## src/rtl/llwd_pkg.sv

```systemverilog
// Package for the least loaded work dispatcher: sizes, the link record that
// travels between neighboring cells, and saturating counter helpers.
// Depends on nothing; every other file of the block imports it.
`default_nettype none

package llwd_pkg;

	localparam int NUM_AGENTS = 8;
	localparam int AIDX_W     = (NUM_AGENTS > 1) ? $clog2(NUM_AGENTS) : 1;
	localparam int IN_W       = 16;
	localparam int OUT_W      = 88;

	localparam logic PH_SCAN = 1'b0;
	localparam logic PH_UPD  = 1'b1;

	typedef struct packed {
		logic              tok;
		logic              phase;
		logic [AIDX_W-1:0] pos;
		logic [15:0]       best;
		logic [AIDX_W-1:0] pick;
		logic              arrive;
		logic [7:0]        work;
		logic              idle;
		logic [15:0]       jc;
		logic [31:0]       lw;
	} link_t;

	function automatic logic [15:0] sat_add16(input logic [15:0] a, input logic [7:0] b);
		logic [16:0] s;
		s = {1'b0, a} + {9'd0, b};
		return s[16] ? 16'hFFFF : s[15:0];
	endfunction

	function automatic logic [31:0] sat_add32(input logic [31:0] a, input logic [7:0] b);
		logic [32:0] s;
		s = {1'b0, a} + {25'd0, b};
		return s[32] ? 32'hFFFF_FFFF : s[31:0];
	endfunction

	function automatic logic [15:0] sat_inc16(input logic [15:0] a);
		return (a == 16'hFFFF) ? a : a + 16'd1;
	endfunction

	function automatic logic [31:0] sat_inc32(input logic [31:0] a);
		return (a == 32'hFFFF_FFFF) ? a : a + 32'd1;
	endfunction

	function automatic logic [2:0] agent_field(input logic [AIDX_W-1:0] idx);
		logic [2:0] f;
		f = 3'd0;
		for (int i = 0; i < 3; i++) begin
			if (i < AIDX_W) begin
				f[i] = idx[i];
			end
		end
		return f;
	endfunction

endpackage

`default_nettype wire

```

## src/rtl/llwd_cell.sv

```systemverilog
// One agent cell: holds the agent's counters, takes part in the minimum
// scan and the update pass, and registers the link toward its neighbor.
// Depends on llwd_pkg.
`default_nettype none

module llwd_cell (
	input  logic           clk,
	input  logic           arst_n,
	input  llwd_pkg::link_t link_in,
	output llwd_pkg::link_t link_out
);
	import llwd_pkg::*;

	logic [15:0] rem_q;
	logic [31:0] lw_q;
	logic [15:0] jc_q;
	link_t       link_q;

	logic        hit;
	logic        upd;
	logic [15:0] rem_add;
	logic [15:0] rem_new;
	logic [31:0] lw_new;
	logic [15:0] jc_new;
	link_t       nxt;

	always_comb begin
		upd     = link_in.tok && (link_in.phase == PH_UPD);
		hit     = link_in.arrive && (link_in.pick == link_in.pos);
		rem_add = hit ? sat_add16(rem_q, link_in.work) : rem_q;
		rem_new = (rem_add != 16'd0) ? rem_add - 16'd1 : 16'd0;
		lw_new  = hit ? sat_add32(lw_q, link_in.work) : lw_q;
		jc_new  = hit ? sat_inc16(jc_q) : jc_q;

		nxt     = link_in;
		nxt.pos = link_in.pos + AIDX_W'(1);
		if (link_in.phase == PH_SCAN) begin
			if ((link_in.pos == '0) || (rem_q < link_in.best)) begin
				nxt.best = rem_q;
				nxt.pick = link_in.pos;
			end
		end else begin
			nxt.idle = link_in.idle && (rem_new == 16'd0);
			if (hit) begin
				nxt.jc = jc_new;
				nxt.lw = lw_new;
			end
		end
		nxt.tok = link_in.tok;
	end

	always_ff @(posedge clk or negedge arst_n) begin
		if (!arst_n) begin
			rem_q  <= '0;
			lw_q   <= '0;
			jc_q   <= '0;
			link_q <= '0;
		end else begin
			link_q <= nxt;
			if (upd) begin
				rem_q <= rem_new;
				lw_q  <= lw_new;
				jc_q  <= jc_new;
			end
		end
	end

	assign link_out = link_q;

endmodule

`default_nettype wire

```

## src/rtl/llwd_ctrl.sv

```systemverilog
// Sequencer for the dispatcher: takes requests, launches the scan and update
// tokens into the cell row, keeps the job total and the output register.
// Depends on llwd_pkg.
`default_nettype none

module llwd_ctrl (
	input  logic                       clk,
	input  logic                       arst_n,
	input  logic                       s_tvalid,
	output logic                       s_tready,
	input  logic [llwd_pkg::IN_W-1:0]  s_tdata,
	output logic                       m_tvalid,
	input  logic                       m_tready,
	output logic [llwd_pkg::OUT_W-1:0] m_tdata,
	output llwd_pkg::link_t            head,
	input  llwd_pkg::link_t            tail
);
	import llwd_pkg::*;

	typedef enum logic [2:0] {
		ST_IDLE = 3'b001,
		ST_BUSY = 3'b010,
		ST_HOLD = 3'b100
	} ctrl_state_t;

	ctrl_state_t             state_q;
	link_t                   head_q;
	logic [31:0]             total_q;
	logic                    out_vld_q;
	logic [OUT_W-1:0]        out_q;
	logic [OUT_W-1:0]        hold_q;

	logic                    accept;
	logic                    scan_done;
	logic                    upd_done;
	logic                    out_free;
	logic [31:0]             total_new;
	logic [OUT_W-1:0]        result;

	always_comb begin
		accept    = s_tvalid && (state_q == ST_IDLE);
		scan_done = tail.tok && (tail.phase == PH_SCAN);
		upd_done  = tail.tok && (tail.phase == PH_UPD);
		out_free  = !out_vld_q || m_tready;
		total_new = tail.arrive ? sat_inc32(total_q) : total_q;
		result    = {3'd0, tail.idle, total_new,
			tail.arrive ? tail.lw : 32'd0,
			tail.arrive ? tail.jc : 16'd0,
			tail.arrive ? agent_field(tail.pick) : 3'd0,
			tail.arrive};
	end

	always_ff @(posedge clk or negedge arst_n) begin
		if (!arst_n) begin
			state_q   <= ST_IDLE;
			head_q    <= '0;
			total_q   <= '0;
			out_vld_q <= 1'b0;
			out_q     <= '0;
			hold_q    <= '0;
		end else begin
			head_q.tok <= 1'b0;
			if (out_vld_q && m_tready) begin
				out_vld_q <= 1'b0;
			end
			unique case (state_q)
				ST_IDLE: begin
					if (accept) begin
						head_q.tok    <= 1'b1;
						head_q.phase  <= PH_SCAN;
						head_q.pos    <= '0;
						head_q.best   <= 16'hFFFF;
						head_q.pick   <= '0;
						head_q.arrive <= s_tdata[0];
						head_q.work   <= s_tdata[8:1];
						head_q.idle   <= 1'b1;
						head_q.jc     <= '0;
						head_q.lw     <= '0;
						state_q       <= ST_BUSY;
					end
				end
				ST_BUSY: begin
					if (scan_done) begin
						head_q       <= tail;
						head_q.tok   <= 1'b1;
						head_q.phase <= PH_UPD;
						head_q.pos   <= '0;
						head_q.idle  <= 1'b1;
						head_q.jc    <= '0;
						head_q.lw    <= '0;
					end else if (upd_done) begin
						total_q <= total_new;
						if (out_free) begin
							out_q     <= result;
							out_vld_q <= 1'b1;
							state_q   <= ST_IDLE;
						end else begin
							hold_q  <= result;
							state_q <= ST_HOLD;
						end
					end
				end
				ST_HOLD: begin
					if (out_free) begin
						out_q     <= hold_q;
						out_vld_q <= 1'b1;
						state_q   <= ST_IDLE;
					end
				end
				default: begin
					state_q <= ST_IDLE;
				end
			endcase
		end
	end

	assign s_tready = (state_q == ST_IDLE);
	assign m_tvalid = out_vld_q;
	assign m_tdata  = out_q;
	assign head     = head_q;

endmodule

`default_nettype wire

```

## src/rtl/least_loaded_work_dispatcher_top.sv

```systemverilog
// Top level of the least loaded work dispatcher: the sequencer and a row of
// NUM_AGENTS agent cells. Depends on llwd_pkg, llwd_cell and llwd_ctrl.
//
// Channel  Dir  Bits  Contents
// s_*      in   16    one tick request: arrive, work
// m_*      out  88    one result per request
//
// A request launches a scan token that walks the cell row one cell a cycle to
// find the least loaded agent, then an update token that walks it again,
// applies the dispatch and the work step and gathers the result. A new request
// is taken only after the result of the last one has reached the output
// register, so requests never overlap in the cell row.
// Reset clears all agent counters and the job total at once.
// A result that is not taken stays in the output register; a second finished
// result waits in a hold register, and new requests wait until it moves on.
`default_nettype none

module least_loaded_work_dispatcher_top (
	input  logic                       clk,
	input  logic                       arst_n,
	input  logic                       s_tvalid,
	output logic                       s_tready,
	// Fields from bit 0: arrive[0], work[8:1], zero fill.
	input  logic [llwd_pkg::IN_W-1:0]  s_tdata,
	output logic                       m_tvalid,
	input  logic                       m_tready,
	// Fields from bit 0: assigned[0], assigned_agent[3:1], agent_job_count[19:4],
	// agent_work_total[51:20], jobs_total[83:52], all_idle[84], zero fill.
	output logic [llwd_pkg::OUT_W-1:0] m_tdata
);
	import llwd_pkg::*;

	link_t links [NUM_AGENTS+1];

	llwd_ctrl u_ctrl (
		.clk      (clk),
		.arst_n   (arst_n),
		.s_tvalid (s_tvalid),
		.s_tready (s_tready),
		.s_tdata  (s_tdata),
		.m_tvalid (m_tvalid),
		.m_tready (m_tready),
		.m_tdata  (m_tdata),
		.head     (links[0]),
		.tail     (links[NUM_AGENTS])
	);

	for (genvar g = 0; g < NUM_AGENTS; g++) begin : g_cell
		llwd_cell u_cell (
			.clk      (clk),
			.arst_n   (arst_n),
			.link_in  (links[g]),
			.link_out (links[g+1])
		);
	end

endmodule

`default_nettype wire

```

## config.mk

```make
export PLATFORM = sky130hd
export DESIGN_NAME = least_loaded_work_dispatcher_top
export DESIGN_NICKNAME = d
export VERILOG_FILES = /design/src/rtl/llwd_pkg.sv /design/src/rtl/llwd_cell.sv /design/src/rtl/llwd_ctrl.sv /design/src/rtl/least_loaded_work_dispatcher_top.sv
export SDC_FILE = /design/constraint.sdc
export NUM_CORES = 2
export LEC_CHECK = 0
export BUFFER_PORTS_ARGS = -buffer_cell sky130_fd_sc_hd__clkbuf_2
export CAP_MARGIN = 20
export CORE_ASPECT_RATIO = 1.25
export CORE_MARGIN = 2
export CORE_UTILIZATION = 58
export DETAILED_ROUTE_END_ITERATION = 12
export PLACE_DENSITY_LB_ADDON = 0.3
export SYNTH_ARGS = -nofsm -noshare
export SYNTH_HDL_FRONTEND = slang
export SYNTH_SLANG_ARGS = --single-unit
```

## constraint.sdc

```tcl
create_clock -name clk -period 3.7 [get_ports clk]
set_input_delay 0.74 -clock clk [delete_from_list [all_inputs] [get_ports clk]]
set_output_delay 0.74 -clock clk [all_outputs]
set_load 0.01 [all_outputs]
```

### After elaboration in Yosys (flattened, before gate mapping)

Index checks and enable logic that the tools add are counted.
W data, S select, Z words.

| operators by class | value |
|---|---|
| add/sub/neg operators | 40 |
| order comparisons | 8 |
| eq/ne operators | 26 |
| mux-type cells | 112 |
| bitwise operators | 3 |
| reduce and logical (&&, ||, !) cells | 69 |

Operators by type and width:

| cell | count |
|---|---|
| $mux W16 | 41 |
| $mux W32 | 19 |
| $mux W49 | 8 |
| $mux W48 | 8 |
| $mux W88 | 4 |
| $mux W19 | 16 |
| $add A32 B8 Y33 | 8 |
| $pmux W88 S2 | 1 |
| $mux W82 | 2 |
| $pmux W82 S2 | 1 |
| $add A16 B8 Y17 | 8 |
| $add A16 B1 Y16 const B | 8 |
| $eq A16 B16 Y1 const B | 8 |
| $logic_not A16 Y1 | 8 |
| $lt A16 B16 Y1 | 8 |
| $reduce_bool A16 Y1 | 8 |
| $sub A16 B1 Y16 const B | 8 |
| $add A32 B1 Y32 const B | 1 |
| $eq A32 B32 Y1 const B | 1 |
| $logic_and A1 B1 Y1 | 28 |
| $eq A3 B3 Y1 | 8 |
| $logic_not A3 Y1 | 8 |
| $add A3 B1 Y3 const B | 7 |
| $mux W3 | 6 |
| 15 further kinds | 35 |

| storage, ports and cells | value |
|---|---|
| register bits | 1456 |
| input bits | 20 |
| word-level logic and storage cells | 376 |

### Longest topological paths before layout

| depth | value |
|---|---|
| depth after elaboration | 8 |
| gate-level depth with buffers | 18 |
| gate-level depth less buffers | 17 |

### Modules after synthesis

From an unflattened synthesis, not the netlist that was laid out.

| second synthesis, totals | value |
|---|---|
| cell total of the unflattened synthesis | 8246 |
| area, all modules | 76843.7 µm² |

By module, submodules not included:

| module | times used | cells each | area each (µm²) | seq. area each (µm²) |
|---|---|---|---|---|
| llwd_cell at g_cell[1].u_cell ... | 4 | 866 | 8121.5 | 3653.5 |
| llwd_ctrl | 1 | 1220 | 10915.5 | 5931.9 |
| llwd_cell at g_cell[7].u_cell | 1 | 905 | 8464.4 | 3653.5 |
| llwd_cell at g_cell[3].u_cell | 1 | 895 | 8394.3 | 3653.5 |
| llwd_cell at g_cell[0].u_cell | 1 | 893 | 8314.2 | 3653.5 |
| llwd_cell at g_cell[4].u_cell | 1 | 869 | 8269.2 | 3653.5 |

### Worst setup path after synthesis

No wires, ideal clock.

| path | value |
|---|---|
| kind | reg2reg |
| start | register g_cell[1].u_cell.rem_q[0] |
| end | register g_cell[1].u_cell.rem_q[11] |
| setup time | 121 ps |
| arrival | 3803 ps |
| slack | -224 ps |
| cell stages (with the launch flop) | 18 |
| path buffers | 1 |
| period minus slack after synthesis | 3924 ps |
| cells stage by stage | dfrtp_1 ha_1 fa_1 a211oi_1 o211a_1 or3_1 buf_2 a21oi_1 inv_1 ha_1 inv_1 nor4_1 a31oi_1 nor4_2 nand3_1 nor3_1 nor2_1 a22o_1 |

| on the way | value |
|---|---|
| cells in the longest elaborated chain, start to end | 5 |
| elaborated cells on any way between the ends | 6 |

Ends and longest elaborated chain:

| what | line | source |
|---|---|---|
| start: declaration | llwd_cell.sv:14 | `logic [15:0] rem_q;` |
| start signal: assignment | llwd_cell.sv:61 | `rem_q <= rem_new;` |
| $add A16 B8 Y17 | llwd_pkg.sv:31 | `s = {1'b0, a} + {9'd0, b};` |
| $mux W16 | llwd_pkg.sv:32 | `return s[16] ? 16'hFFFF : s[15:0];` |
| $mux W16 (*) | llwd_cell.sv:30 | `rem_add = hit ? sat_add16(rem_q, link_in.work) : rem_q;` |
| $sub A16 B1 Y16 / $reduce_bool A16 Y1 (equally long branches) | llwd_cell.sv:31 | `rem_new = (rem_add != 16'd0) ? rem_add - 16'd1 : 16'd0;` |
| $mux W16 (*) | llwd_cell.sv:31 |  |

Every way passes the cells marked *; elsewhere a longest branch is shown, timed or not.
A chain may end at the register's enable or synchronous reset.

==> reports/qor.yml <==
yosysTopAreaCell: "dfrtp_1"
syn_to_final_growth_pct: 14.9
final_max_slew_viol_count: 0
arrival_ns: 4.45
worstReg2RegStart: "g_cell[7].u_cell.rem_q[0]"
relSlewSlack_pct: 27.7
clkTransAtPathRegs_ns: 0.07
via_per_inst: 6.12
fin_skew_ns: 0.0292
place_area_um2: 83700
synth_xor_area_share_pct: 5.69
gp_congestion: 0.945
std_cell_rows: 150
h-tree-depth: 4
endpoint_kind: "register"
ys_types: 107
clk_latency_ns: 0.80
syn-cell-area_um2: 77900
fin_crit_sh_pct: 103
grt.total_usage_pct: 31.1
root_buffer: "clkbuf_16"
r2r_setup_slack_ns: -0.11
crit_type: "reg2reg"
setup_viol: 1
dp_slack_ns: -0.157
drt_first_pass_iters: 7
fin_area_um2: 89500
ant_nets: 0
grt_first_pass_wirelength_um: 345000
worst_pin_slew_ns: 1.08
grt_overflow_total: 0
core_um2: 133000
whs_path_depth: 3
ys_warn_count: 0
async_flop_share_pct: 100
grt_max_degree: 158
finalHoldViolCount: 0
dp_hpwl_um: 159000
die_y_um: 414
final_core_util_pct: 67.1
setup_tns_ns: -0.114
syn_area_per_cell_um2: 8.93
fp.dieArea_um2: 137000
period_needed_ns: 3.81
hold_path.class: "in2reg"
synth_cells: 8720
r2r_end: "g_cell[7].u_cell.link_out[48]"
synth_adder_area_share_pct: 4.59
synth_seq_cells: 1399
grt_pass1_vias: 65100
ioPinCount: 110
drt_iter0_markers: 5522
dieWidth_um: 332
rsz0062_at_grt: "true"
required_ns: 4.34
most-common-layout-cells: "1395 x dfrtp_1, 1254 x nand2_1, 817 x o21ai_0"
fmax_mhz: 262
clock_path_buffers: 3
synth_ff_type: "dfrtp_1"
powerDensity_nw_per_um2: 656
maxCapViolations: 0
drcViolationCount: 0
crit_path_start_kind: "register"
final_common_cell: "dfrtp_1"
initial_core_util_pct: 58.4
wl_per_cell_um: 19.7
synth_top_area_share_pct: 44.9
fin_nets: 9411
synth_edf_count: 0
vias: 67200
synth_top_family_by_area: "simple AND/OR/NAND/NOR gates"
drive_gt1_share_pct: 14.2
synthMuxAreaShare_pct: 2.91
synth-compound-area-share_pct: 18.5
yosysSeqAreaShare_pct: 45.0
numCtsBuffers: 142
reg2reg_depth: 16
cellLeakagePower_nw: 39.6
violations: "negative setup slack"
tritoncts: "built"
routed_wl_um: 216000
cp_max_fo: 6
synthSimpleGateAreaFrac_pct: 19.6
synth_area_leaders: "dfrtp_1 45%, nand2_1 6.1%, o21ai_0 5.3%"
hold_ws_ns: 0.206
cts_sinks: 1399
status: "complete, but fails checks"
fill_cells: 10600
grt_antenna_before_repair: 6
vdd_drop_max_mv: 0.421
min_to: "u_ctrl.head[55]"
worst_slack_ns: -0.114
portBuffers: 99
min-delay-start: "s_tdata[7]"
==> where the power goes <==
part	switching, mW	leakage (nW)	total [mW]	internal (mW)
sequential	1.76	19.0	18.9	17.1
clock	6.31	2.30	14.6	8.30
combinational	14.5	18.3	25.2	10.7
==> flip-flops by register name, summed over array words and instances, names as in the netlist <==
name	flops
u_ctrl.state_q	3
u_ctrl.total_q	32
u_ctrl.hold_q	85
g_cell.u_cell.jc_q	128
u_ctrl.head	31
u_ctrl.m_tvalid	1
g_cell.u_cell.link_out	650
g_cell.u_cell.rem_q	128
u_ctrl.m_tdata	85
g_cell.u_cell.lw_q	256
==> layer usage <==
metal	vias to the layer above	global-route usage (%)	routed length (um)
li1	31800	-	-
met1	32300	38.0	85800
met2	2373	54.0	106000
met3	658	3.75	11300
met4	0	17.1	12600
met5	-	0	0
==> metrics by stage <==
step	power (mW)	instances
final	58.7	11000
after global routing	61.9	11000
after CTS	57.4	10900
after detailed placement	42.5	10700
after global placement	41.9	10700
after floorplan	33.8	8722
==> cell type report <==
class / instances / area, um^2 / area share, %
Antenna cell: 3 / 7.51 / 0.00839
Clock buffer: 193 / 3990 / 4.45
Clock inverter: 62 / 791 / 0.883
Inverter: 283 / 1060 / 1.19
Multi-Input combinational cell: 6551 / 40800 / 45.5
Sequential cell: 1399 / 35000 / 39.1
Tap cell: 1748 / 2190 / 2.44
Timing Repair Buffer: 738 / 5700 / 6.37
==> critical path, cell delays in order, from the launching register on <==
cell and delay (ns):
dfrtp_1 0.41, ha_4 0.18, fa_2 0.37, a211oi_2 0.26, o211a_2 0.27, buf_6 0.12, or3_4 0.12, o2bb2ai_2 0.09
ha_2 0.20, nand2_1 0.06, nor3_2 0.19, a31oi_4 0.06, or3_4 0.48, nor3_4 0.16, mux2_4 0.33, a41oi_2 0.24
o32ai_2 0.11
==> cell families (layout without fill, tap and decap cells) <==
group	Yosys count	after routing
AO/OA/AOI/OAI	2300	2300
buffers and inverters	772	1276
other	2	7
adder cells (fa/ha/maj)	276	276
flip-flops	1399	1399
XOR/XNOR	506	506
multiplexers	211	211
AND/OR/NAND/NOR	3254	3254
==> synth_stat cells (43+ instances only) <==
cell / number
a21o_1: 91
a21oi_1: 366
a31oi_1: 277
and2_1: 67
and3_1: 149
and4_1: 53
clkbuf_1: 419
dfrtp_1: 1398
ha_1: 260
inv_1: 281
mux2_2: 123
mux2i_1: 88
nand2_1: 1265
nand2b_1: 107
nand3_1: 227
nand4_1: 147
nor2_1: 745
nor2b_1: 43
nor3_1: 180
nor3b_1: 43
nor4_1: 74
o211ai_1: 122
o21ai_0: 826
o311ai_0: 73
o31ai_1: 119
xnor2_1: 314
xor2_1: 192
==> worst max-delay path by stage <==
stage | depth (start not counted) | end | start | slack [ns]
3_3_place_gp | 16 | g_cell[7].u_cell.link_out[48] | g_cell[6].u_cell.link_out[49] | -0.11
5_1_grt | 17 | g_cell[7].u_cell.link_out[48] | g_cell[6].u_cell.link_out[49] | -0.26
6_report | 16 | g_cell[7].u_cell.link_out[48] | g_cell[7].u_cell.rem_q[0] | -0.11
3_5_place_dp | 14 | g_cell[7].u_cell.link_out[48] | g_cell[6].u_cell.link_out[49] | -0.16
4_1_cts | 16 | g_cell[7].u_cell.link_out[48] | g_cell[6].u_cell.link_out[49] | -0.03
2_1_floorplan | 18 | g_cell[1].u_cell.link_out[48] | g_cell[1].u_cell.rem_q[0] | 0.002
==> timing repair <==
| item | 4_1_cts | 5_1_grt |
|---|---|---|
| gates resized for setup | 20 | 148 |
| hold endpoints to repair | 63 | 0 |
| endpoints found under the setup margin | 34 | 227 |
| pin swaps | 5 | 78 |
| setup buffers | 2 | 26 |
| hold buffers | 1 | 0 |
| cloned | 0 | 1 |
Power figures use the tool's default switching activity.
